<file path="src/design/lkc_pkg.sv">
package lkc_pkg;

    localparam int KeyW    = 64;
    localparam int HandleW = 32;
    localparam int LenW    = 14;
    localparam int SlotW   = 3;
    localparam int StampW  = 32;

    // stamp ceiling and header length saturation limit
    localparam logic [StampW-1:0] STAMP_MAX  = 32'hFFFF_FFFF;
    localparam int unsigned       HEADER_MAX = 8192;

    localparam logic CMD_LOOKUP = 1'b0;
    localparam logic CMD_STORE  = 1'b1;

    // what the datapath does with one entry read back from the table
    typedef logic [2:0] t_eval;
    localparam t_eval EV_NONE  = 3'd0;
    localparam t_eval EV_MATCH = 3'd1;
    localparam t_eval EV_VICT  = 3'd2;
    localparam t_eval EV_MIN   = 3'd3;
    localparam t_eval EV_SUB   = 3'd4;

    typedef struct packed {
        logic               command;
        logic [KeyW-1:0]    key;
        logic [HandleW-1:0] object_handle;
        logic [HandleW-1:0] header_handle;
        logic [LenW-1:0]    header_length;
    } t_in_item;

    typedef struct packed {
        logic               hit;
        logic [SlotW-1:0]   slot;
        logic [HandleW-1:0] found_object;
        logic [HandleW-1:0] found_header;
        logic [LenW-1:0]    found_length;
    } t_out_item;

    typedef struct packed {
        logic  load;
        logic  rd;
        logic  addr_sel;
        t_eval mode;
        logic  pick_free;
        logic  write_entry;
        logic  stamp;
        logic  clr_idx;
        logic  init_low;
        logic  cap;
        logic  fin_sub;
        logic  out_load;
    } t_cmd;

    typedef struct packed {
        logic is_store;
        logic found;
        logic last_idx;
        logic has_free;
        logic ctr_ge;
        logic out_free;
    } t_sts;

endpackage

</file>
<file path="src/design/lkc_ctrl.sv">
module lkc_ctrl (
    input  logic          i_clk,
    input  logic          i_rst_n,
    input  logic          i_in_valid,
    output logic          o_in_stall,
    input  lkc_pkg::t_sts i_sts,
    output lkc_pkg::t_cmd o_cmd
);

    localparam logic [3:0] S_IDLE     = 4'd0;
    localparam logic [3:0] S_PICK     = 4'd1;
    localparam logic [3:0] S_SCAN     = 4'd2;
    localparam logic [3:0] S_SCAN_D   = 4'd3;
    localparam logic [3:0] S_HIT_CHK  = 4'd4;
    localparam logic [3:0] S_FETCH    = 4'd5;
    localparam logic [3:0] S_CAP      = 4'd6;
    localparam logic [3:0] S_WRITE    = 4'd7;
    localparam logic [3:0] S_NORM_CHK = 4'd8;
    localparam logic [3:0] S_MIN      = 4'd9;
    localparam logic [3:0] S_MIN_D    = 4'd10;
    localparam logic [3:0] S_SUB      = 4'd11;
    localparam logic [3:0] S_SUB_D    = 4'd12;
    localparam logic [3:0] S_DONE     = 4'd13;

    logic [3:0] r_state;
    logic [3:0] n_state;

    always_ff @(posedge i_clk) begin
        if (!i_rst_n) begin
            r_state <= S_IDLE;
        end else begin
            r_state <= n_state;
        end
    end

    assign o_in_stall = (r_state != S_IDLE);

    always_comb begin
        n_state = r_state;
        o_cmd   = '0;
        case (r_state)
            S_IDLE: begin
                if (i_in_valid) begin
                    o_cmd.load = 1'b1;
                    n_state    = S_PICK;
                end
            end
            S_PICK: begin
                if (!i_sts.is_store || !i_sts.has_free) begin
                    n_state = S_SCAN;
                end else begin
                    o_cmd.pick_free = 1'b1;
                    n_state         = S_WRITE;
                end
            end
            S_SCAN: begin
                o_cmd.rd   = 1'b1;
                o_cmd.mode = i_sts.is_store ? lkc_pkg::EV_VICT : lkc_pkg::EV_MATCH;
                if (i_sts.last_idx) begin
                    n_state = S_SCAN_D;
                end
            end
            S_SCAN_D: begin
                n_state = i_sts.is_store ? S_WRITE : S_HIT_CHK;
            end
            S_HIT_CHK: begin
                n_state = i_sts.found ? S_FETCH : S_DONE;
            end
            S_FETCH: begin
                o_cmd.rd       = 1'b1;
                o_cmd.addr_sel = 1'b1;
                o_cmd.stamp    = 1'b1;
                n_state        = S_CAP;
            end
            S_CAP: begin
                o_cmd.cap = 1'b1;
                n_state   = S_NORM_CHK;
            end
            S_WRITE: begin
                o_cmd.write_entry = 1'b1;
                o_cmd.stamp       = 1'b1;
                n_state           = S_NORM_CHK;
            end
            S_NORM_CHK: begin
                if (i_sts.ctr_ge) begin
                    o_cmd.clr_idx  = 1'b1;
                    o_cmd.init_low = 1'b1;
                    n_state        = S_MIN;
                end else begin
                    n_state = S_DONE;
                end
            end
            S_MIN: begin
                o_cmd.rd   = 1'b1;
                o_cmd.mode = lkc_pkg::EV_MIN;
                if (i_sts.last_idx) begin
                    n_state = S_MIN_D;
                end
            end
            S_MIN_D: begin
                o_cmd.clr_idx = 1'b1;
                n_state       = S_SUB;
            end
            S_SUB: begin
                o_cmd.rd   = 1'b1;
                o_cmd.mode = lkc_pkg::EV_SUB;
                if (i_sts.last_idx) begin
                    n_state = S_SUB_D;
                end
            end
            S_SUB_D: begin
                o_cmd.fin_sub = 1'b1;
                n_state       = S_DONE;
            end
            S_DONE: begin
                if (i_sts.out_free) begin
                    o_cmd.out_load = 1'b1;
                    n_state        = S_IDLE;
                end
            end
            default: begin
                n_state = S_IDLE;
            end
        endcase
    end

endmodule

</file>
<file path="src/design/lkc_dp.sv">
module lkc_dp #(
    parameter int ENTRIES = 8
) (
    input  logic               i_clk,
    input  logic               i_rst_n,
    input  lkc_pkg::t_in_item  i_in_data,
    input  lkc_pkg::t_cmd      i_cmd,
    output lkc_pkg::t_sts      o_sts,
    input  logic               i_out_stall,
    output logic               o_out_valid,
    output lkc_pkg::t_out_item o_out_data
);

    localparam int IdxW = (ENTRIES > 1) ? $clog2(ENTRIES) : 1;
    localparam logic [IdxW-1:0] LastIdx = IdxW'(ENTRIES - 1);

    // table memories, one read and one write port each
    logic [lkc_pkg::KeyW-1:0]    r_key_mem   [ENTRIES];
    logic [lkc_pkg::HandleW-1:0] r_obj_mem   [ENTRIES];
    logic [lkc_pkg::HandleW-1:0] r_hdr_mem   [ENTRIES];
    logic [lkc_pkg::LenW-1:0]    r_len_mem   [ENTRIES];
    logic [lkc_pkg::StampW-1:0]  r_stamp_mem [ENTRIES];

    logic [ENTRIES-1:0]          r_valid;
    logic [lkc_pkg::StampW-1:0]  r_ctr;
    lkc_pkg::t_in_item           r_item;
    logic [IdxW-1:0]             r_idx;
    logic [IdxW-1:0]             r_sel;
    logic [lkc_pkg::StampW-1:0]  r_low;
    logic                        r_found;

    logic                        r_ev_vld;
    logic [IdxW-1:0]             r_ev_idx;
    lkc_pkg::t_eval              r_ev_mode;

    logic [lkc_pkg::KeyW-1:0]    r_rd_key;
    logic [lkc_pkg::HandleW-1:0] r_rd_obj;
    logic [lkc_pkg::HandleW-1:0] r_rd_hdr;
    logic [lkc_pkg::LenW-1:0]    r_rd_len;
    logic [lkc_pkg::StampW-1:0]  r_rd_stamp;

    logic [lkc_pkg::HandleW-1:0] r_cap_obj;
    logic [lkc_pkg::HandleW-1:0] r_cap_hdr;
    logic [lkc_pkg::LenW-1:0]    r_cap_len;

    logic                        r_out_vld;
    lkc_pkg::t_out_item          r_out;

    logic [IdxW-1:0]             rd_addr;
    logic [IdxW-1:0]             free_idx;
    logic [lkc_pkg::StampW-1:0]  ctr_inc;
    logic                        ev_valid;
    logic                        key_eq;
    logic                        stamp_lt;
    logic                        stamp_we;
    logic [IdxW-1:0]             stamp_waddr;
    logic [lkc_pkg::StampW-1:0]  stamp_wdata;
    logic [lkc_pkg::LenW-1:0]    len_sat;
    logic [IdxW+2:0]             sel_ext;
    logic                        is_hit;

    assign rd_addr  = i_cmd.addr_sel ? r_sel : r_idx;
    assign ctr_inc  = r_ctr + 32'd1;
    assign ev_valid = r_valid[r_ev_idx];
    assign key_eq   = (r_rd_key == r_item.key);
    assign stamp_lt = (r_rd_stamp < r_low);
    assign len_sat  = (32'(i_in_data.header_length) > lkc_pkg::HEADER_MAX)
                    ? lkc_pkg::LenW'(lkc_pkg::HEADER_MAX) : i_in_data.header_length;
    assign sel_ext  = {3'b000, r_sel};
    assign is_hit   = r_found && (r_item.command == lkc_pkg::CMD_LOOKUP);

    // lowest free slot
    always_comb begin
        free_idx = '0;
        for (int i = ENTRIES - 1; i >= 0; i--) begin
            if (!r_valid[i]) begin
                free_idx = IdxW'(i);
            end
        end
    end

    // stamp port: new stamp on hit or store, rebased stamp during renormalize
    always_comb begin
        stamp_we    = 1'b0;
        stamp_waddr = r_sel;
        stamp_wdata = ctr_inc;
        if (i_cmd.stamp) begin
            stamp_we = 1'b1;
        end else if (r_ev_vld && (r_ev_mode == lkc_pkg::EV_SUB) && ev_valid) begin
            stamp_we    = 1'b1;
            stamp_waddr = r_ev_idx;
            stamp_wdata = r_rd_stamp - r_low;
        end
    end

    always_ff @(posedge i_clk) begin
        if (i_cmd.rd) begin
            r_rd_key   <= r_key_mem[rd_addr];
            r_rd_obj   <= r_obj_mem[rd_addr];
            r_rd_hdr   <= r_hdr_mem[rd_addr];
            r_rd_len   <= r_len_mem[rd_addr];
            r_rd_stamp <= r_stamp_mem[rd_addr];
        end
        if (i_cmd.write_entry) begin
            r_key_mem[r_sel] <= r_item.key;
            r_obj_mem[r_sel] <= r_item.object_handle;
            r_hdr_mem[r_sel] <= r_item.header_handle;
            r_len_mem[r_sel] <= r_item.header_length;
        end
        if (stamp_we) begin
            r_stamp_mem[stamp_waddr] <= stamp_wdata;
        end
    end

    always_ff @(posedge i_clk) begin
        if (i_cmd.load) begin
            r_item <= {i_in_data.command, i_in_data.key, i_in_data.object_handle,
                       i_in_data.header_handle, len_sat};
        end
        if (i_cmd.cap) begin
            r_cap_obj <= r_rd_obj;
            r_cap_hdr <= r_rd_hdr;
            r_cap_len <= r_rd_len;
        end
        if (i_cmd.out_load) begin
            r_out.hit          <= is_hit;
            r_out.slot         <= sel_ext[2:0];
            r_out.found_object <= is_hit ? r_cap_obj : '0;
            r_out.found_header <= is_hit ? r_cap_hdr : '0;
            r_out.found_length <= is_hit ? r_cap_len : '0;
        end
    end

    always_ff @(posedge i_clk) begin
        if (!i_rst_n) begin
            r_valid   <= '0;
            r_ctr     <= '0;
            r_idx     <= '0;
            r_sel     <= '0;
            r_low     <= lkc_pkg::STAMP_MAX;
            r_found   <= 1'b0;
            r_ev_vld  <= 1'b0;
            r_ev_idx  <= '0;
            r_ev_mode <= lkc_pkg::EV_NONE;
            r_out_vld <= 1'b0;
        end else begin
            r_ev_vld  <= i_cmd.rd;
            r_ev_idx  <= rd_addr;
            r_ev_mode <= i_cmd.mode;

            if (i_cmd.load) begin
                r_idx   <= '0;
                r_sel   <= '0;
                r_low   <= lkc_pkg::STAMP_MAX;
                r_found <= 1'b0;
            end
            if (i_cmd.rd && !i_cmd.addr_sel) begin
                r_idx <= r_idx + 1'b1;
            end
            if (i_cmd.clr_idx) begin
                r_idx <= '0;
            end
            if (i_cmd.init_low) begin
                r_low <= lkc_pkg::STAMP_MAX;
            end
            if (i_cmd.pick_free) begin
                r_sel <= free_idx;
            end

            if (r_ev_vld) begin
                case (r_ev_mode)
                    lkc_pkg::EV_MATCH: begin
                        if (!r_found && ev_valid && key_eq) begin
                            r_found <= 1'b1;
                            r_sel   <= r_ev_idx;
                        end
                    end
                    lkc_pkg::EV_VICT: begin
                        if (stamp_lt) begin
                            r_low <= r_rd_stamp;
                            r_sel <= r_ev_idx;
                        end
                    end
                    lkc_pkg::EV_MIN: begin
                        if (ev_valid && stamp_lt) begin
                            r_low <= r_rd_stamp;
                        end
                    end
                    default: begin
                    end
                endcase
            end

            if (i_cmd.write_entry) begin
                r_valid[r_sel] <= 1'b1;
            end
            if (i_cmd.stamp) begin
                r_ctr <= ctr_inc;
            end else if (i_cmd.fin_sub) begin
                r_ctr <= r_ctr - r_low;
            end

            if (i_cmd.out_load) begin
                r_out_vld <= 1'b1;
            end else if (!i_out_stall) begin
                r_out_vld <= 1'b0;
            end
        end
    end

    assign o_sts.is_store = (r_item.command == lkc_pkg::CMD_STORE);
    assign o_sts.found    = r_found;
    assign o_sts.last_idx = (r_idx == LastIdx);
    assign o_sts.has_free = ~&r_valid;
    assign o_sts.ctr_ge   = (r_ctr >= lkc_pkg::STAMP_MAX);
    assign o_sts.out_free = !r_out_vld || !i_out_stall;

    assign o_out_valid = r_out_vld;
    assign o_out_data  = r_out;

endmodule

</file>
<file path="src/design/lru_key_cache_table.sv">
// Item kinds: lookup miss, lookup hit, store into a free slot and store with eviction; a
// renormalize pass (use counter at its maximum) follows a hit or a store when needed.
// The block takes one item at a time: input stays stalled until the result is loaded,
// and the scan reads one entry of the table memory per cycle.
// Reset (synchronous, active low) clears all valid bits, the use counter and the output stage;
// table contents are not cleared, so the block takes items in the first cycle after reset.
module lru_key_cache_table #(
    parameter int ENTRIES = 8
) (
    input  logic               i_clk,
    input  logic               i_rst_n,
    input  logic               i_in_valid,
    output logic               o_in_stall,
    input  lkc_pkg::t_in_item  i_in_data,
    output logic               o_out_valid,
    input  logic               i_out_stall,
    output lkc_pkg::t_out_item o_out_data
);

    // Controller and datapath talk only through these two groups.
    lkc_pkg::t_cmd cmd;
    lkc_pkg::t_sts sts;

    // Sequencer: accept an item, scan for a match or a victim, write or fetch the entry,
    // stamp it, renormalize the stamps when the counter saturates, then hand the result to
    // the output register. Input stays stalled from accept until the result is loaded.
    lkc_ctrl u_ctrl (
        .i_clk      (i_clk),
        .i_rst_n    (i_rst_n),
        .i_in_valid (i_in_valid),
        .o_in_stall (o_in_stall),
        .i_sts      (sts),
        .o_cmd      (cmd)
    );

    // Table memories, valid bits, use counter, scan compare logic and the output register.
    // The output register holds a finished item while the next input item is taken.
    lkc_dp #(
        .ENTRIES (ENTRIES)
    ) u_dp (
        .i_clk       (i_clk),
        .i_rst_n     (i_rst_n),
        .i_in_data   (i_in_data),
        .i_cmd       (cmd),
        .o_sts       (sts),
        .i_out_stall (i_out_stall),
        .o_out_valid (o_out_valid),
        .o_out_data  (o_out_data)
    );

endmodule
</file>
<file path="config.mk">
export PLATFORM = sky130hd
export DESIGN_NAME = lru_key_cache_table
export DESIGN_NICKNAME = d
export VERILOG_FILES = /design/src/design/lkc_pkg.sv /design/src/design/lkc_ctrl.sv /design/src/design/lkc_dp.sv /design/src/design/lru_key_cache_table.sv
export SDC_FILE = /design/constraint.sdc
export NUM_CORES = 2
export LEC_CHECK = 0
export BUFFER_PORTS_ARGS = -buffer_cell sky130_fd_sc_hd__buf_2
export CELL_PAD_IN_SITES_DETAIL_PLACEMENT = 0
export CELL_PAD_IN_SITES_GLOBAL_PLACEMENT = 2
export CORE_UTILIZATION = 52
export CTS_CLUSTER_DIAMETER = 120
export CTS_CLUSTER_SIZE = 20
export DETAILED_ROUTE_END_ITERATION = 7
export PLACE_DENSITY_LB_ADDON = 0.08
export SLEW_MARGIN = 0
export SYNTH_ARGS = -nofsm -noshare
export SYNTH_HDL_FRONTEND = slang
export SYNTH_SLANG_ARGS = --single-unit
</file>
<file path="constraint.sdc">
create_clock -name i_clk -period 27.1 [get_ports i_clk]
set_input_delay 6.775 -clock i_clk [delete_from_list [all_inputs] [get_ports i_clk]]
set_output_delay 6.775 -clock i_clk [all_outputs]
set_load 0.02 [all_outputs]
</file>
; Word level (Yosys, flattened, before mapping)
; Memory sizes are Yosys's and may differ from the RTL's. A register that Yosys moved wholly into a read port is not among the register bits.
; Index checks and enable logic that the tools add are counted.
[word_totals]
register_bits = 394
ram_bits = 1392
in_bits = 147
out_inout_bits = 84
memories = 5
[memory_table]
columns = memory, words, width, read_ports, rd_ports_with_merged_regs, write_ports, line
row1 = u_dp.r_key_mem, 8, 64, 1, 1, 1, lkc_dp.sv:18  ; logic [lkc_pkg::KeyW-1:0] r_key_mem [ENTRIES];
row2 = u_dp.r_hdr_mem, 8, 32, 1, 1, 1, lkc_dp.sv:20  ; logic [lkc_pkg::HandleW-1:0] r_hdr_mem [ENTRIES];
row3 = u_dp.r_obj_mem, 8, 32, 1, 1, 1, lkc_dp.sv:19  ; logic [lkc_pkg::HandleW-1:0] r_obj_mem [ENTRIES];
row4 = u_dp.r_stamp_mem, 8, 32, 1, 1, 1, lkc_dp.sv:22  ; logic [lkc_pkg::StampW-1:0] r_stamp_mem [ENTRIES];
row5 = u_dp.r_len_mem, 8, 14, 1, 1, 1, lkc_dp.sv:21  ; logic [lkc_pkg::LenW-1:0] r_len_mem [ENTRIES];
[classes]
add_sub_neg = 4
magnitude_cmp = 6
n_eq_ne = 25
mux = 72
bitwise = 3
n_reduce_logical = 25
[ops]
columns = cell, count
row1 = $mux 32, 9
row2 = $eq 64x64->1, 1
row3 = $pmux 32 s2, 1
row4 = $sub 32x32->32, 2
row5 = $mux 3, 20
row6 = $pmux 4 s13, 1
row7 = $add 32x1->32 const B, 1
row8 = $ge 32x32->1 const B, 1
row9 = $lt 32x32->1, 1
row10 = $mux 1, 27
row11 = $eq 4x4->1 const B, 6
row12 = $mux 4, 6
row13 = $eq 4x3->1 const B, 4
row14 = $gt 14x14->1 const B, 1
row15 = $ne 2x2->1 const B, 5
row16 = $pmux 3 s3, 1
row17 = $eq 4x2->1 const B, 2
row18 = $logic_and 1x1->1, 8
row19 = $lt 3x4->1 const B, 2
row20 = $or 8x8->8, 1
row21 = $reduce_and 8->1, 1
row22 = $eq 3x2->1 const B, 2
row23 = $eq 3x3->1 const B, 2
row24 = $mux 2, 3
row25 = 18 further kinds, 27

; Longest topological paths before layout
[depth]
ltp_word = 12
depth_mapped = 14

; Modules after synthesis
; Synthesis repeated with hierarchy kept, for this count alone.
[unflattened]
cells_unflattened = 3926
area_unflattened_um2 = 76495.9
[by_module_without_submodules]
columns = mod, n_inst, cells_per_inst, area_each_um2
row1 = lkc_dp, 1, 3848, 75997.9
row2 = lkc_ctrl, 1, 78, 498.0

; Least setup slack after synthesis
; No wires, ideal clock.
[synth_timing]
path_type = reg-to-reg
from = reg u_ctrl.r_state[2]
to = mem u_dp.r_hdr_mem[0][0] in the netlist's numbering, enable pin
t_arrival_ps = 10855
required_ps = 26281
setup_slack_ps = 15426
stages_incl_launch_ff = 5
n_path_buf = 1
path_cell_list = dfxtp_1 > clkbuf_1 > nand2_1 > or3b_2 > nor3_1
[synth_between]
elab_chain_len = 4
[synth_rtl]
columns = item, line
row1 = from (decl), lkc_ctrl.sv:25  ; logic [3:0] r_state;
row2 = from (signal assigned), lkc_ctrl.sv:32  ; r_state <= n_state;
row3 = $eq 4x3->1, lkc_ctrl.sv:41  ; case (r_state)
row4 = $mux 1, lkc_ctrl.sv:41
row5 = $mux 1, lkc_dp.sv:104  ; if (i_cmd.write_entry) begin
row6 = $mux 1 (not written as such), lkc_dp.sv:107  ; r_hdr_mem[r_sel] <= r_item.header_handle;
row7 = to (decl), lkc_dp.sv:20
; No other way between the ends.

; Worst setup path after layout
[layout_timing]
from = reg u_ctrl.r_state[2]
to = out o_in_stall
[layout_between]
elab_chain_len = 1
[layout_rtl]
columns = item, line
row1 = $reduce_bool 4->1, lkc_ctrl.sv:36  ; assign o_in_stall = (r_state != S_IDLE);
row2 = to (decl), lru_key_cache_table.sv:13  ; output logic o_in_stall,
; No other way between the ends.

==> flow_summary.json <==
{
  "grt.busiest_layer": "met2",
  "ys.flop_type": "edfxtp_1",
  "drtIter0Drc": 2674,
  "fin_crit_sh": 0.329,
  "outcome": "completed",
  "power.share.combinational": 0.123,
  "routabilityCongestion": 0.765,
  "final_net_count": 4327,
  "crit_family": "flip-flops",
  "nFillCells": 11000,
  "placed_area_mm2": 0.0800,
  "grt_overflow": 0,
  "grt_use_total": 0.220,
  "hpwl_um": 88900,
  "drive_gt1_frac": 0.234,
  "async_reset_ff_frac": 0,
  "start_util": 0.524,
  "grt_max_degree": 149,
  "power.switching_mw": 1.66,
  "grt_use_met1": 0.319,
  "design_area_mm2": 0.0831,
  "timing.fmax_mhz": 112,
  "slowest_delay_ns": 0.85,
  "grt_pass1_wl_um": 239000,
  "tightest_slew_ns": 1.16,
  "post-cts-setup-buffers": 0,
  "grt_use_met2": 0.366,
  "crit_chain": "nor2_1, nand2_1, buf_2",
  "power.share.clock": 0.260,
  "synth_warnings": 0,
  "clkTransAtPathRegs_ns": 0.09,
  "drt-pass1-iter-count": 5,
  "internal-power_mw": 4.83,
  "hold_buffers": 0,
  "postSynthCellCount": 3867,
  "ff2ff_path_depth": 10,
  "yosys_register_bits": 1960,
  "crit_buf_inv": 1,
  "p_sw_frac": 0.255,
  "path_max_fanout": 23,
  "vias_per_cell": 5.89,
  "p_leak_nw": 27.4,
  "grt_setup_unrepaired": "no",
  "cts_tree": "done",
  "register_area_mm2": 0.0579,
  "cp-end-kind": "output pin",
  "clock_latency_ns": 0.77,
  "drcViolationCount": 0,
  "worst-setup-path-type": "flop to output pin",
  "root_buffer": "clkbuf_16",
  "cts_resized": 0,
  "cp.required_ns": 20.32,
  "slowest_stage": "dfxtp_1",
  "ir_drop_mv": 0.0906,
  "slew_violations": 0,
  "synth_fp_nets": 4082,
  "syn_area_per_cell_um2": 19.7,
  "synth_seq_area_share": 0.759,
  "area_delta_synth_final_pct": 8.81,
  "hold_ws_ns": 0.418,
  "grt_pass1_vias": 36300,
  "synth_area_mm2": 0.0763,
  "yosysUniqueCellTypes": 69,
  "period_needed_ns": 8.91,
  "worstSetupPathDepth": 3,
  "cts_inserted_buffers": 108,
  "relSlewSlack": 0.222,
  "clockBufferDepth": 3,
  "h-tree-depth": 3,
  "antenna_found_initial": 6,
  "antenna_left": 0,
  "core_area_mm2": 0.146,
  "die_y_um": 385,
  "p_per_area_mw_per_mm2": 78.1,
  "rows": 140,
  "numPortBuffers": 230,
  "wire_per_inst_um": 26.8,
  "final_hold_viol_count": 0,
  "tns_ns": 0,
  "hold_class": "flop to flop",
  "cts.sinks": 1960,
  "met3_usage": 0.0243,
  "die_w_um": 385,
  "finClkSkew_ns": 0.0738,
  "die_area_mm2": 0.148,
  "totalPowerFinal_mw": 6.49,
  "worstPathArrival_ns": 2.14,
  "ios": 231,
  "cap_violations": 0,
  "holdPathStages": 0,
  "route.vias.total": 35700,
  "timing.final.setup_violations": 0,
  "routed_wl_um": 163000,
  "multi_input_area_mm2": 0.0177,
  "synth_edf_count": 1869,
  "p_seq_frac": 0.617,
  "startpoint_type": "flop"
}
metrics by stage:
| stage | utilization | std cells | worst slack [ns] |
|---|---|---|---|
| finish | 0.570 | 6064 | 18.19 |
| global route | 0.570 | 6063 | 18.00 |
| CTS | 0.570 | 6063 | 18.14 |
| detailed placement | 0.549 | 5919 | 18.08 |
| global placement | 0.549 | 5919 | 18.13 |
| floorplan | - | 3867 | 15.43 |
layout by cell type, fill, tap and decap left out, drive strengths merged, types with 21 or more instances in the layout:
master,instances
mux2i,44
o21a,25
nor2,129
xor2,79
dfxtp,91
a21oi,104
clkbuf,134
buf,291
and3,21
and2,96
xnor2,61
mux2,174
nand2,99
nor2b,66
a21o,28
mux4,350
nor3,23
nand3,44
ha,66
edfxtp,1869
o21ai,83
inv,74
path summary, 6_finish.rpt:
| check | from | to | slack [ns] |
|---|---|---|---|
| max | u_ctrl.r_state[2]$_SDFFE_PN0P_ | o_in_stall | 18.19 |
| min | u_dp.r_rd_obj[15]$_DFFE_PN_ | u_dp.r_cap_obj[15]$_DFFE_PP_ | 0.42 |
| max reg2reg | u_ctrl.r_state[0]$_SDFFE_PN0P_ | u_dp.r_rd_key[35]$_DFFE_PN_ | 20.66 |
| min reg2reg | u_dp.r_rd_obj[15]$_DFFE_PN_ | u_dp.r_cap_obj[15]$_DFFE_PP_ | 0.42 |
synthesized netlist by cell type, drive strengths merged (61+ instances only):
master / n / area share
and2: 96 / 0.0079
a21oi: 104 / 0.0068
mux2: 174 / 0.026
clkbuf: 98 / 0.0048
nor2b: 66 / 0.0054
o21ai: 83 / 0.0054
edfxtp: 1869 / 0.74
nand2: 99 / 0.0049
inv: 70 / 0.0034
xnor2: 61 / 0.0070
nor2: 129 / 0.0064
mux4: 350 / 0.10
dfxtp: 91 / 0.024
xor2: 79 / 0.0091
ha: 66 / 0.011
worst register-to-register path, delay by kind of cell, from the launching register on:
kind	cells	cell delay, ns
and+or+nand+nor	3	0.91
DFF	1	0.76
muxes	3	1.24
buffers and inverters	4	3.31
cell families after synthesis:
family / after synthesis / share of synthesized area
and+or+nand+nor: 550 / 0.0371
adders and majority gates: 68 / 0.0113
muxes: 568 / 0.135
xor gates and xnor gates: 140 / 0.0161
buffers and inverters: 226 / 0.0120
DFF: 1960 / 0.759
AOI/OAI and AO/OA: 355 / 0.0297
layout make-up:
cell class,count,area share
Antenna cell,1,0.0000301
Clock buffer,134,0.0340
Clock inverter,10,0.00247
Inverter,70,0.00325
Multi-Input combinational cell,1681,0.213
Sequential cell,1960,0.698
Tap cell,1917,0.0289
Timing Repair Buffer,291,0.0209
metal layers:
metal  vias to the layer above  wire, um
met5                         -         0
met4                         0      2460
met3                       144      6600
met2                       727     80600
met1                     19000     72900
li1                      15900         -
power by group through the flow:
| stage | Sequential [mW] | Clock (mW) | Combinational [mW] |
|---|---|---|---|
| final | 4.00 | 1.69 | 0.799 |
| after CTS | 4.00 | 1.74 | 0.823 |
| after floorplan | 4.02 | 0 | 0.574 |
| after detailed placement | 4.07 | 0 | 0.821 |
| after global placement | 4.06 | 0 | 0.819 |
| after global routing | 4.04 | 1.84 | 0.876 |
state kept, by name (all words and copies together) (netlist names), 64 cells and up:
register and cells:
u_dp.r_key_mem 512, u_dp.r_hdr_mem 256, u_dp.r_obj_mem 256, u_dp.r_stamp_mem 256, u_dp.r_item 142, u_dp.r_len_mem 112, u_dp.o_out_data 82, u_dp.r_rd_key 64
(Power assumes the default switching activity.)
